$ cat config.mk
export PLATFORM = sky130hd
export DESIGN_NAME = wtrb_cmd_queue
export DESIGN_NICKNAME = d
export VERILOG_FILES = /design/src/rtl/wtrb_pkg.sv /design/src/rtl/wtrb_cmd_queue.sv
export SDC_FILE = /design/constraint.sdc
export NUM_CORES = 1
export LEC_CHECK = 0
export ABC_AREA = 1
export BUFFER_PORTS_ARGS = -buffer_cell sky130_fd_sc_hd__buf_2
export CAP_MARGIN = 20
export CORE_UTILIZATION = 40
export CTS_CLUSTER_DIAMETER = 120
export DETAILED_ROUTE_END_ITERATION = 12
export PLACE_DENSITY_LB_ADDON = 0.25
export RECOVER_POWER = 100
export SYNTH_ARGS = -nofsm -noshare
export SYNTH_HDL_FRONTEND = slang
export SYNTH_SLANG_ARGS = --single-unit
$ cat constraint.sdc
create_clock -name clk -period 11.64 [get_ports clk]
set_input_delay 2.328 -clock clk [delete_from_list [all_inputs] [get_ports clk]]
set_output_delay 2.328 -clock clk [all_outputs]
set_load 0.1 [all_outputs]
$ cat src/rtl/wtrb_pkg.sv
`default_nettype none
package wtrb_pkg;

  localparam int DEPTH       = 1024;
  localparam int MAX_BURST   = 64;
  localparam int ADDR_W      = $clog2(DEPTH);
  localparam int CNT_W       = $clog2(DEPTH + 1);
  localparam int BURST_W     = 7;
  localparam int TS_W        = 32;
  localparam int PL_W        = 64;
  localparam int OFFS_W      = 10;
  localparam int EVERY_W     = 10;
  localparam int QUEUE_DEPTH = 2;
  localparam int QPTR_W      = $clog2(QUEUE_DEPTH);
  localparam int QCNT_W      = $clog2(QUEUE_DEPTH + 1);

  typedef enum logic [2:0] {
    OP_APPEND      = 3'd0,
    OP_READ_OFFSET = 3'd1,
    OP_READ_WINDOW = 3'd2,
    OP_COUNT       = 3'd3,
    OP_CLEAR       = 3'd4
  } op_t;

  typedef struct packed {
    op_t                 op;
    logic [TS_W-1:0]     ts;
    logic [PL_W-1:0]     pl;
    logic [BURST_W-1:0]  maxo;
    logic [OFFS_W-1:0]   offs;
    logic [TS_W-1:0]     win;
    logic [EVERY_W-1:0]  every;
  } cmd_t;

  typedef struct packed {
    logic full;
    logic empty;
  } q_status_t;

endpackage
`default_nettype wire

$ cat src/rtl/wtrb_cmd_queue.sv
`default_nettype none
module wtrb_cmd_queue (
  input  wire logic                 clk,
  input  wire logic                 rst_n,
  input  wire logic                 push,
  input  wire wtrb_pkg::cmd_t       push_cmd,
  input  wire logic                 pop,
  output wtrb_pkg::cmd_t            pop_cmd,
  output wtrb_pkg::q_status_t       status
);

  wtrb_pkg::cmd_t                    q_mem_r [wtrb_pkg::QUEUE_DEPTH];
  logic [wtrb_pkg::QPTR_W-1:0]       wr_ptr_r;
  logic [wtrb_pkg::QPTR_W-1:0]       wr_ptr_nxt;
  logic [wtrb_pkg::QPTR_W-1:0]       rd_ptr_r;
  logic [wtrb_pkg::QPTR_W-1:0]       rd_ptr_nxt;
  logic [wtrb_pkg::QCNT_W-1:0]       cnt_r;
  logic [wtrb_pkg::QCNT_W-1:0]       cnt_nxt;
  logic                              do_push;
  logic                              do_pop;

  assign status.full  = (cnt_r == wtrb_pkg::QCNT_W'(wtrb_pkg::QUEUE_DEPTH));
  assign status.empty = (cnt_r == '0);
  assign do_push      = push && !status.full;
  assign do_pop       = pop && !status.empty;
  assign pop_cmd      = q_mem_r[rd_ptr_r];

  always_comb begin
    wr_ptr_nxt = wr_ptr_r;
    rd_ptr_nxt = rd_ptr_r;
    cnt_nxt    = cnt_r;
    if (do_push) begin
      wr_ptr_nxt = (wr_ptr_r == wtrb_pkg::QPTR_W'(wtrb_pkg::QUEUE_DEPTH - 1)) ?
                   '0 : wr_ptr_r + 1'b1;
    end
    if (do_pop) begin
      rd_ptr_nxt = (rd_ptr_r == wtrb_pkg::QPTR_W'(wtrb_pkg::QUEUE_DEPTH - 1)) ?
                   '0 : rd_ptr_r + 1'b1;
    end
    if (do_push && !do_pop) begin
      cnt_nxt = cnt_r + 1'b1;
    end else if (do_pop && !do_push) begin
      cnt_nxt = cnt_r - 1'b1;
    end
  end

  always_ff @(posedge clk) begin
    if (!rst_n) begin
      wr_ptr_r <= '0;
      rd_ptr_r <= '0;
      cnt_r    <= '0;
    end else begin
      wr_ptr_r <= wr_ptr_nxt;
      rd_ptr_r <= rd_ptr_nxt;
      cnt_r    <= cnt_nxt;
    end
  end

  always_ff @(posedge clk) begin
    if (do_push) begin
      q_mem_r[wr_ptr_r] <= push_cmd;
    end
  end

endmodule
`default_nettype wire

==> results.cfg <==
[clock_tree]
clock-sinks = 321
root_driver = sky130_fd_sc_hd__clkbuf_16
post_cts_buffers = 0
cts-htree-levels = 2
numCtsBuffers = 35
cts_hold_repair.buffers = 0
cts_tree = built
clock_tree.buffer_depth = 3
clk_pin_slew_ns = 0.06
insertion_delay_ns = 0.50
cts-resized-gates = 0

[setup_path]
setup.worst_path.class = in -> reg
worst_stage_delay_on_the_critical_path_ns = 3.11
timing.critical_path.arrival_ns = 7.25
list_of_cells_traversed_by_the_critical_path = buf_2 -> o21ai_0 -> nor2_1 -> clkbuf_1
critical_path_required_ns = 11.64
reg2reg_setup_slack_ns = 5.84
crit_slowest_cell = sky130_fd_sc_hd__clkbuf_1
crit_path_end_kind = flip-flop
worstSetupStartpointType = primary input
critPathMaxFanout = 74

[global_routing]
pin_count_of_the_biggest_net_entering_global_routing = 75
sum_of_overflow_across_all_layers_after_global_routing = 0
grt_first_pass_wirelength_um = 33800
grt_pass1_vias = 6115
grtUsageTotal_pct = 14.4
antenna_found_initial = 1

[routing]
detail_route.drc_violations = 0
detail_route.wirelength.met1_um = 8860
topRoutingLayerUsed = met4
met2_length_um = 11700
num_vias = 5968
drtAntennaViolNets = 0
via_per_inst = 4.63
detail_route.wl_per_cell_um = 17.9
firstDrtPassIters = 4
initialDrtViolationCount = 278
totalWireLength_um = 23100
routed-wl-met3_um = 1860

[worst_hold_path]
worst_hold_path_type = reg -> reg

[floorplanning]
die-width_um = 176
initial_utilization_pct = 40.7
fp.dieArea_mm2 = 0.0309
die-height_um = 176
rows = 63
design.portCount = 322
core_area_mm2 = 0.0296

[synthesis]
share_of_the_synthesized_area_in_compound_gates_ao_oa_aoi_oai_pct = 0.166
yosys_warnings = 0
synth_seq_cells = 321
synth_sequential_area_ratio_pct = 79.4
synthCells = 530
synthSimpleGateAreaFrac_pct = 0.622
synth.area.mux_share_pct = 17.9
main_combinational_cell_family_by_area_after_synthesis = multiplexers
yosys.area_share.xor_xnor_pct = 0
syn_area_per_cell_um2 = 22.8
syn_nets = 693
synth-adder-area-share_pct = 0.104
synth.distinct_cells = 15
synth.cell_area_mm2 = 0.0121

[status]
status = finished, violations left
violated_checks = max-capacitance violations, max-slew violations

[timing]
rsz0062_at_grt = no
max_freq_ghz = 0.138
clock_skew_ns = 0.00648
relSlewSlack_pct = -188
number_of_max_slew_violations_in_the_final_report = 370
hold_viol = 0
period_minus_slack_ns = 7.25
final.period_utilization_pct = 62.3
timing.final.setup_violations = 0
final.hold.worst_slack_ns = 0.511
worst_pin_slew_ns = 4.32
timing.setup.tns_ns = 0

[pwr]
worst_ir_drop_vdd_uv = 200
p_int_mw = 2.38
clock_group_share_of_total_power_pct = 23.0
leakagePower_nw = 5.20
total_switching_power_mw = 1.94
share_comb_of_total_power_pct = 41.3
sw_frac_of_total_pct = 45.0
power.density_cell_area_mw_per_mm2 = 292
seqPwrFrac_pct = 35.7

[final_layout]
final_common_cell = sky130_fd_sc_hd__edfxtp_1
fin_nets = 1039
area_delta_synth_final_pct = 22.4
layout-drive-gt1-share_pct = 34.4
finalNonFillerCells = 1290
final_cell_mix = 316 x sky130_fd_sc_hd__edfxtp_1, 230 x sky130_fd_sc_hd__clkbuf_1, 103 x sky130_fd_sc_hd__buf_2, 101 x sky130_fd_sc_hd__mux2_4, 57 x sky130_fd_sc_hd__mux2_2

[place]
io_buffer_count = 321
hpwl_dp_um = 15100
placed_cells_incl_taps = 1229
place_congestion = 0.710

[run]
maxCapViolations = 7
[per-stage QoR]
step                      util [%]  setup slack, ns  instance area, µm²  power [mW]
final                         49.9             4.39               14800        4.32
after global routing          49.9             4.00               14800        4.46
after CTS                     50.9             6.18               15100        4.39
after detailed placement      47.4             6.72               14000        3.39
after global placement        47.4             6.72               14000        3.38
after floorplan                  -             1.92               12100        3.19
[state kept, by name, indices dropped and copies added, names as in the netlist, named ones only]
signal,flops
wr_ptr_r,1
cnt_r,2
rd_ptr_r,1
q_mem_r,316
[metal layers]
| layer | track usage (%) | vias up |
|---|---|---|
| li1 | - | 2785 |
| met1 | 16.8 | 2913 |
| met2 | 24.6 | 225 |
| met3 | 4.61 | 45 |
| met4 | 5.47 | 0 |
| met5 | 0 | - |
[power by group through the flow]
stage / logic [mW] / registers, mW / clock network, mW
after detailed placement: 1.84 / 1.55 / 0
after CTS: 1.84 / 1.53 / 1.02
after global routing: 1.84 / 1.56 / 1.06
after global placement: 1.84 / 1.54 / 0
final: 1.79 / 1.54 / 0.994
after floorplan: 1.63 / 1.56 / 0
[worst max-delay path, delay by kind of cell]
kind / cells / cell delay [ns]
buffers and inverters: 2 / 3.18
AND/OR/NAND/NOR: 1 / 1.49
AO/OA/AOI/OAI: 1 / 0.14
[layout make-up]
type	count	area (µm²)
multi-input cells	182	2270
flip-flops and latches	321	9590
well taps	390	488
clock buffers	46	960
fillers	2600	14900
inverters	9	33.8
diodes	1	2.50
repair buffers	327	1360
clock inverters	14	73.8
[logic make-up after synthesis]
kind of cell    Yosys count
compound gates            4
flops                   321
buf+inv                  27
fa+ha+maj                 1
simple gates             19
mux                     158
[synth_stat cells]
| cell type | n | area [µm²] |
|---|---|---|
| sky130_fd_sc_hd__o21ai_0 | 3 | 15.0 |
| sky130_fd_sc_hd__buf_6 | 14 | 158 |
| sky130_fd_sc_hd__a21oi_1 | 1 | 5.00 |
| sky130_fd_sc_hd__buf_2 | 3 | 15.0 |
| sky130_fd_sc_hd__nand2_1 | 6 | 22.5 |
| sky130_fd_sc_hd__ha_1 | 1 | 12.5 |
| sky130_fd_sc_hd__mux2_2 | 57 | 642 |
| sky130_fd_sc_hd__nor2_1 | 11 | 41.3 |
| sky130_fd_sc_hd__mux2_4 | 101 | 1520 |
| sky130_fd_sc_hd__buf_8 | 1 | 15.0 |
| sky130_fd_sc_hd__nand3_1 | 1 | 5.00 |
| sky130_fd_sc_hd__edfxtp_1 | 316 | 9490 |
| sky130_fd_sc_hd__inv_1 | 9 | 33.8 |
| sky130_fd_sc_hd__dfxtp_1 | 5 | 100 |
| sky130_fd_sc_hd__nand4_1 | 1 | 6.26 |
[worst paths after layout]
check | cells past startpoint | end | startpoint
setup reg to reg | 4 | q_mem_r[0][19] | cnt_r[1]
setup / recovery | 4 | q_mem_r[0][19] | push
hold reg to reg | 2 | rd_ptr_r | rd_ptr_r
hold / removal | 2 | rd_ptr_r | rd_ptr_r
Power figures use the tool's default switching activity.
