### src/rtl/wtrb_pkg.sv
`default_nettype none
package wtrb_pkg;

  localparam int DEPTH       = 1024;
  localparam int MAX_BURST   = 64;
  localparam int ADDR_W      = $clog2(DEPTH);
  localparam int CNT_W       = $clog2(DEPTH + 1);
  localparam int BURST_W     = 7;
  localparam int TS_W        = 32;
  localparam int PL_W        = 64;
  localparam int OFFS_W      = 10;
  localparam int EVERY_W     = 10;
  localparam int QUEUE_DEPTH = 2;
  localparam int QPTR_W      = $clog2(QUEUE_DEPTH);
  localparam int QCNT_W      = $clog2(QUEUE_DEPTH + 1);

  typedef enum logic [2:0] {
    OP_APPEND      = 3'd0,
    OP_READ_OFFSET = 3'd1,
    OP_READ_WINDOW = 3'd2,
    OP_COUNT       = 3'd3,
    OP_CLEAR       = 3'd4
  } op_t;

  typedef struct packed {
    op_t                 op;
    logic [TS_W-1:0]     ts;
    logic [PL_W-1:0]     pl;
    logic [BURST_W-1:0]  maxo;
    logic [OFFS_W-1:0]   offs;
    logic [TS_W-1:0]     win;
    logic [EVERY_W-1:0]  every;
  } cmd_t;

  typedef struct packed {
    logic full;
    logic empty;
  } q_status_t;

endpackage
`default_nettype wire

### src/rtl/wtrb_front.sv
`default_nettype none
module wtrb_front (
  input  wire logic                        clk,
  input  wire logic                        rst_n,
  input  wire logic                        in_valid,
  output logic                             in_stall,
  input  wire logic [2:0]                  in_operation,
  input  wire logic [wtrb_pkg::TS_W-1:0]   in_record_timestamp,
  input  wire logic [wtrb_pkg::PL_W-1:0]   in_record_payload,
  input  wire logic [6:0]                  in_max_out,
  input  wire logic [9:0]                  in_start_offset,
  input  wire logic [wtrb_pkg::TS_W-1:0]   in_time_window,
  input  wire logic [9:0]                  in_keep_every,
  input  wire wtrb_pkg::q_status_t         q_status,
  output logic                             q_push,
  output wtrb_pkg::cmd_t                   q_cmd
);

  logic           front_valid_r;
  logic           front_valid_nxt;
  wtrb_pkg::cmd_t cmd_r;
  wtrb_pkg::cmd_t cmd_nxt;
  logic           accept;
  logic           known_op;

  assign q_push   = front_valid_r && !q_status.full;
  assign in_stall = front_valid_r && q_status.full;
  assign accept   = in_valid && !in_stall;
  assign q_cmd    = cmd_r;

  always_comb begin
    unique case (wtrb_pkg::op_t'(in_operation))
      wtrb_pkg::OP_APPEND,
      wtrb_pkg::OP_READ_OFFSET,
      wtrb_pkg::OP_READ_WINDOW,
      wtrb_pkg::OP_COUNT,
      wtrb_pkg::OP_CLEAR: known_op = 1'b1;
      default:            known_op = 1'b0;
    endcase
  end

  always_comb begin
    cmd_nxt       = cmd_r;
    cmd_nxt.op    = wtrb_pkg::op_t'(in_operation);
    cmd_nxt.ts    = in_record_timestamp;
    cmd_nxt.pl    = in_record_payload;
    cmd_nxt.offs  = in_start_offset;
    cmd_nxt.win   = in_time_window;
    cmd_nxt.every = in_keep_every;
    // saturate burst length
    if (in_max_out > wtrb_pkg::BURST_W'(wtrb_pkg::MAX_BURST)) begin
      cmd_nxt.maxo = wtrb_pkg::BURST_W'(wtrb_pkg::MAX_BURST);
    end else begin
      cmd_nxt.maxo = in_max_out;
    end
  end

  always_comb begin
    front_valid_nxt = front_valid_r && !q_push;
    if (accept && known_op) begin
      front_valid_nxt = 1'b1;
    end
  end

  always_ff @(posedge clk) begin
    if (!rst_n) begin
      front_valid_r <= 1'b0;
    end else begin
      front_valid_r <= front_valid_nxt;
    end
  end

  always_ff @(posedge clk) begin
    if (accept && known_op) begin
      cmd_r <= cmd_nxt;
    end
  end

endmodule
`default_nettype wire

### config.mk
export PLATFORM = sky130hd
export DESIGN_NAME = wtrb_front
export DESIGN_NICKNAME = d
export VERILOG_FILES = /design/src/rtl/wtrb_pkg.sv /design/src/rtl/wtrb_front.sv
export SDC_FILE = /design/constraint.sdc
export NUM_CORES = 1
export LEC_CHECK = 0
export ABC_CLOCK_PERIOD_IN_PS = 3800
export BUFFER_PORTS_ARGS = -buffer_cell sky130_fd_sc_hd__buf_2
export CAP_MARGIN = 20
export CORE_AREA = 5 5 122 124
export DETAILED_ROUTE_END_ITERATION = 12
export DIE_AREA = 0 0 127 129
export GPL_ROUTABILITY_DRIVEN = 0
export HOLD_SLACK_MARGIN = 0.03
export PLACE_DENSITY_LB_ADDON = 0.05
export REMOVE_ABC_BUFFERS = 1
export SYNTH_ARGS = -nofsm -noshare
export SYNTH_HDL_FRONTEND = slang
export SYNTH_SLANG_ARGS = --single-unit
### constraint.sdc
create_clock -name clk -period 3.8 [get_ports clk]
set_input_delay 0.38 -clock clk [delete_from_list [all_inputs] [get_ports clk]]
set_output_delay 0.38 -clock clk [all_outputs]
set_load 0.01 [all_outputs]
==> flow_summary.json <==
{
  "use_met3_pct": 7.93,
  "synthToLayoutAreaGrowth_pct": 50.7,
  "synth_area_in_compound_gates_pct": 0.232,
  "yosys-mux-area-fraction_pct": 0,
  "timing.final.ws_setup_ps": 2180,
  "worstReg2RegStart": "front_valid_r",
  "number_of_global_route_vias_before_repair": 3121,
  "cp_data_arrival_time_ps": 1650,
  "detailed_place.area_mm2": 0.00672,
  "drt_pre_antenna_iters": 4,
  "grt_first_pass_wirelength_mm": 17.6,
  "hold_viol_final": 0,
  "area_occupied_by_registers_mm2": 0.00476,
  "hpwl_reported_at_the_end_of_detailed_placement_mm": 9.94,
  "leakagePower_uw": 0.00311,
  "timing.critical_path.cells": "nand2_1 > and3_4 > buf_4",
  "startpoint": "front_valid_r",
  "synthesis_stage_register_bit_count": 159,
  "fillerInstances": 1192,
  "cp_slowest_stage_delay_ps": 590,
  "worstPathRequired_ps": 3840,
  "placedCellCount": 677,
  "placement_rows": 43,
  "grt_setup_unrepaired": "false",
  "grt_start_max_net_pins": 98,
  "clock-root-buffer": "sky130_fd_sc_hd__clkbuf_16",
  "synth_sequential_area_ratio_pct": 98.1,
  "synth_xor_area_share_pct": 0,
  "yosys.area_share.simple_pct": 1.47,
  "drv_slew": 0,
  "final_instance_area_mm2": 0.00732,
  "numCtsBuffers": 17,
  "cp_max_fo": 61,
  "die_area_mm2": 0.0164,
  "clk_pin_slew_worst_paths_ps": 60,
  "cts_num_sinks": 159,
  "synth_cell_types": 11,
  "worstSkewPairLatency_ps": 410,
  "cts-resized-gates": 0,
  "drt-vias-per-instance": 4.21,
  "cts.htree.levels": 4,
  "wl_mm": 12.7,
  "io_buffer_count": 321,
  "grt_busiest_layer": "met2",
  "antenna_found_initial": 2,
  "die_h_um": 129,
  "post-route-period-util_pct": 42.5,
  "clock.fmax_mhz": 619,
  "combinational_family_with_the_most_area_after_synthesis": "simple AND/OR/NAND/NOR gates",
  "crit_slowest_cell": "sky130_fd_sc_hd__buf_4",
  "synth.cell_area_mm2": 0.00486,
  "layout-drive-gt1-share_pct": 66.7,
  "min_path_type": "in2reg",
  "reg2regPathDepth": 3,
  "setup.worst_path.start_class": "flip-flop",
  "placement.setup.worst_slack_ps": 1900,
  "whs_path_depth": 1,
  "pwr_density_cell_mw_per_mm2": 554,
  "final.setup_skew_ps": 5.02,
  "floorplan.io_pins": 323,
  "avgSynthCellArea_um2": 27.8,
  "drt_drc_violations_left": 0,
  "grt_util_met2_pct": 27.1,
  "tritoncts_clock_tree": "done",
  "multi_input_area_um2": 86.3,
  "drt_iter0_markers": 207,
  "final.setup.tns_ps": 0,
  "post_cts.repair.setup_buffers": 0,
  "design.core.area_mm2": 0.0137,
  "start_util_pct": 35.6,
  "postSynthCellCount": 175,
  "min_period_ps": 1620,
  "run_status": "complete, no violations",
  "groute.layer.met1.usage_pct": 13.9,
  "cap_violations": 0,
  "floorplan.die.width_um": 127,
  "worstSetupPathType": "reg2reg",
  "dr_total_vias": 2987,
  "total_congestion_overflow_after_global_routing": 0,
  "cts.path.max_buffers": 2,
  "irDropWorstVdd_v": 0.000285,
  "hold_fix_buffers_cts": 0,
  "hp-start": "in_start_offset[8]",
  "setup_viol": 0,
  "slew_of_the_pin_with_the_lowest_slew_margin_ps": 748,
  "finish.cell_count_without_fillers": 709,
  "yosysWarnings": 0,
  "nNetsFinal": 679,
  "global_route.usage.total_pct": 15.0,
  "timing.slew.headroom_pct": 50.1,
  "route.antenna.remaining_nets": 0,
  "worstSetupEndpointType": "flip-flop",
  "synth_adder_area_share_pct": 0,
  "routed_wire_length_per_instance_um": 17.9
}
-- synthesized netlist by cell type --
master | number | area (um^2)
sky130_fd_sc_hd__nand2_1 | 1 | 3.75
sky130_fd_sc_hd__and3_2 | 1 | 7.51
sky130_fd_sc_hd__edfxtp_1 | 158 | 4740
sky130_fd_sc_hd__clkbuf_1 | 1 | 3.75
sky130_fd_sc_hd__or3b_1 | 1 | 8.76
sky130_fd_sc_hd__inv_1 | 2 | 7.51
sky130_fd_sc_hd__o21ai_0 | 1 | 5.00
sky130_fd_sc_hd__nor2b_1 | 7 | 43.8
sky130_fd_sc_hd__a31oi_1 | 1 | 6.26
sky130_fd_sc_hd__or2b_1 | 1 | 7.51
sky130_fd_sc_hd__dfxtp_1 | 1 | 20.0
-- worst max-delay path, delay by kind of cell, from the launching register on --
family | cells | cell delay (ps)
buffers and inverters | 1 | 590
AND/OR/NAND/NOR | 2 | 310
flip-flops | 1 | 300
-- path summary, 6_finish.rpt --
path	to	slack (ps)
max	q_cmd[71]	2180
min	q_cmd[50]	140
max reg2reg	q_cmd[71]	2180
min reg2reg	front_valid_r	530
-- registers in the layout, summed over array words and instances, names as in the netlist --
register	cells
front_valid_r	1
q_cmd	158
-- metal layers --
layer	up-vias	wire (um)
met5	-	10
met4	2	252
met3	22	1590
met2	179	6860
met1	1397	3980
li1	1387	-
-- final cells by class --
cell class | instances | area share [%]
Tap cell | 180 | 3.08
Multi-Input combinational cell | 13 | 1.18
Sequential cell | 159 | 65.1
Antenna cell | 1 | 0.0342
Clock buffer | 17 | 5.81
Timing Repair Buffer | 323 | 22.3
Clock inverter | 14 | 2.38
Inverter | 2 | 0.103
-- metrics by stage --
stage               total power [uW]  utilization (%)  hold slack, ps
floorplan                       2200                -             467
global placement                2380             49.2             501
detailed placement              2390             49.2             523
CTS                             4110             53.5             115
global route                    4210             53.6             113
finish                          4050             53.6             143
-- logic make-up (layout without fill, tap and decap cells) --
family,count (synthesis),after routing
compound gates,2,2
buf+inv,3,356
flops,159,159
other cells,0,1
simple gates,11,11
-- power breakdown --
part	switching [uW]	total (uW)	internal [uW]
Sequential	19.3	2070	2050
Clock	630	1710	1080
Combinational	155	277	121
Total	804	4050	3250
-- layout by cell type (no fill, tap or decap) --
cell                         Yosys  layout
sky130_fd_sc_hd__nand2_1         1       1
sky130_fd_sc_hd__buf_4           0       1
sky130_fd_sc_hd__or2b_1          1       1
sky130_fd_sc_hd__clkinvlp_4      0       3
sky130_fd_sc_hd__clkinv_2        0       4
sky130_fd_sc_hd__buf_12          0       1
sky130_fd_sc_hd__buf_2           0     321
sky130_fd_sc_hd__dfxtp_1         1       1
sky130_fd_sc_hd__diode_2         0       1
sky130_fd_sc_hd__edfxtp_1      158     158
sky130_fd_sc_hd__nor2b_1         7       7
sky130_fd_sc_hd__inv_1           2       2
sky130_fd_sc_hd__bufinv_16       0       4
sky130_fd_sc_hd__clkbuf_16       0      17
sky130_fd_sc_hd__or3b_1          1       1
sky130_fd_sc_hd__a31oi_1         1       1
sky130_fd_sc_hd__and3_4          0       1
sky130_fd_sc_hd__clkinv_1        0       3
sky130_fd_sc_hd__o21ai_0         1       1
Note: power is estimated with default switching activity, not from simulation.
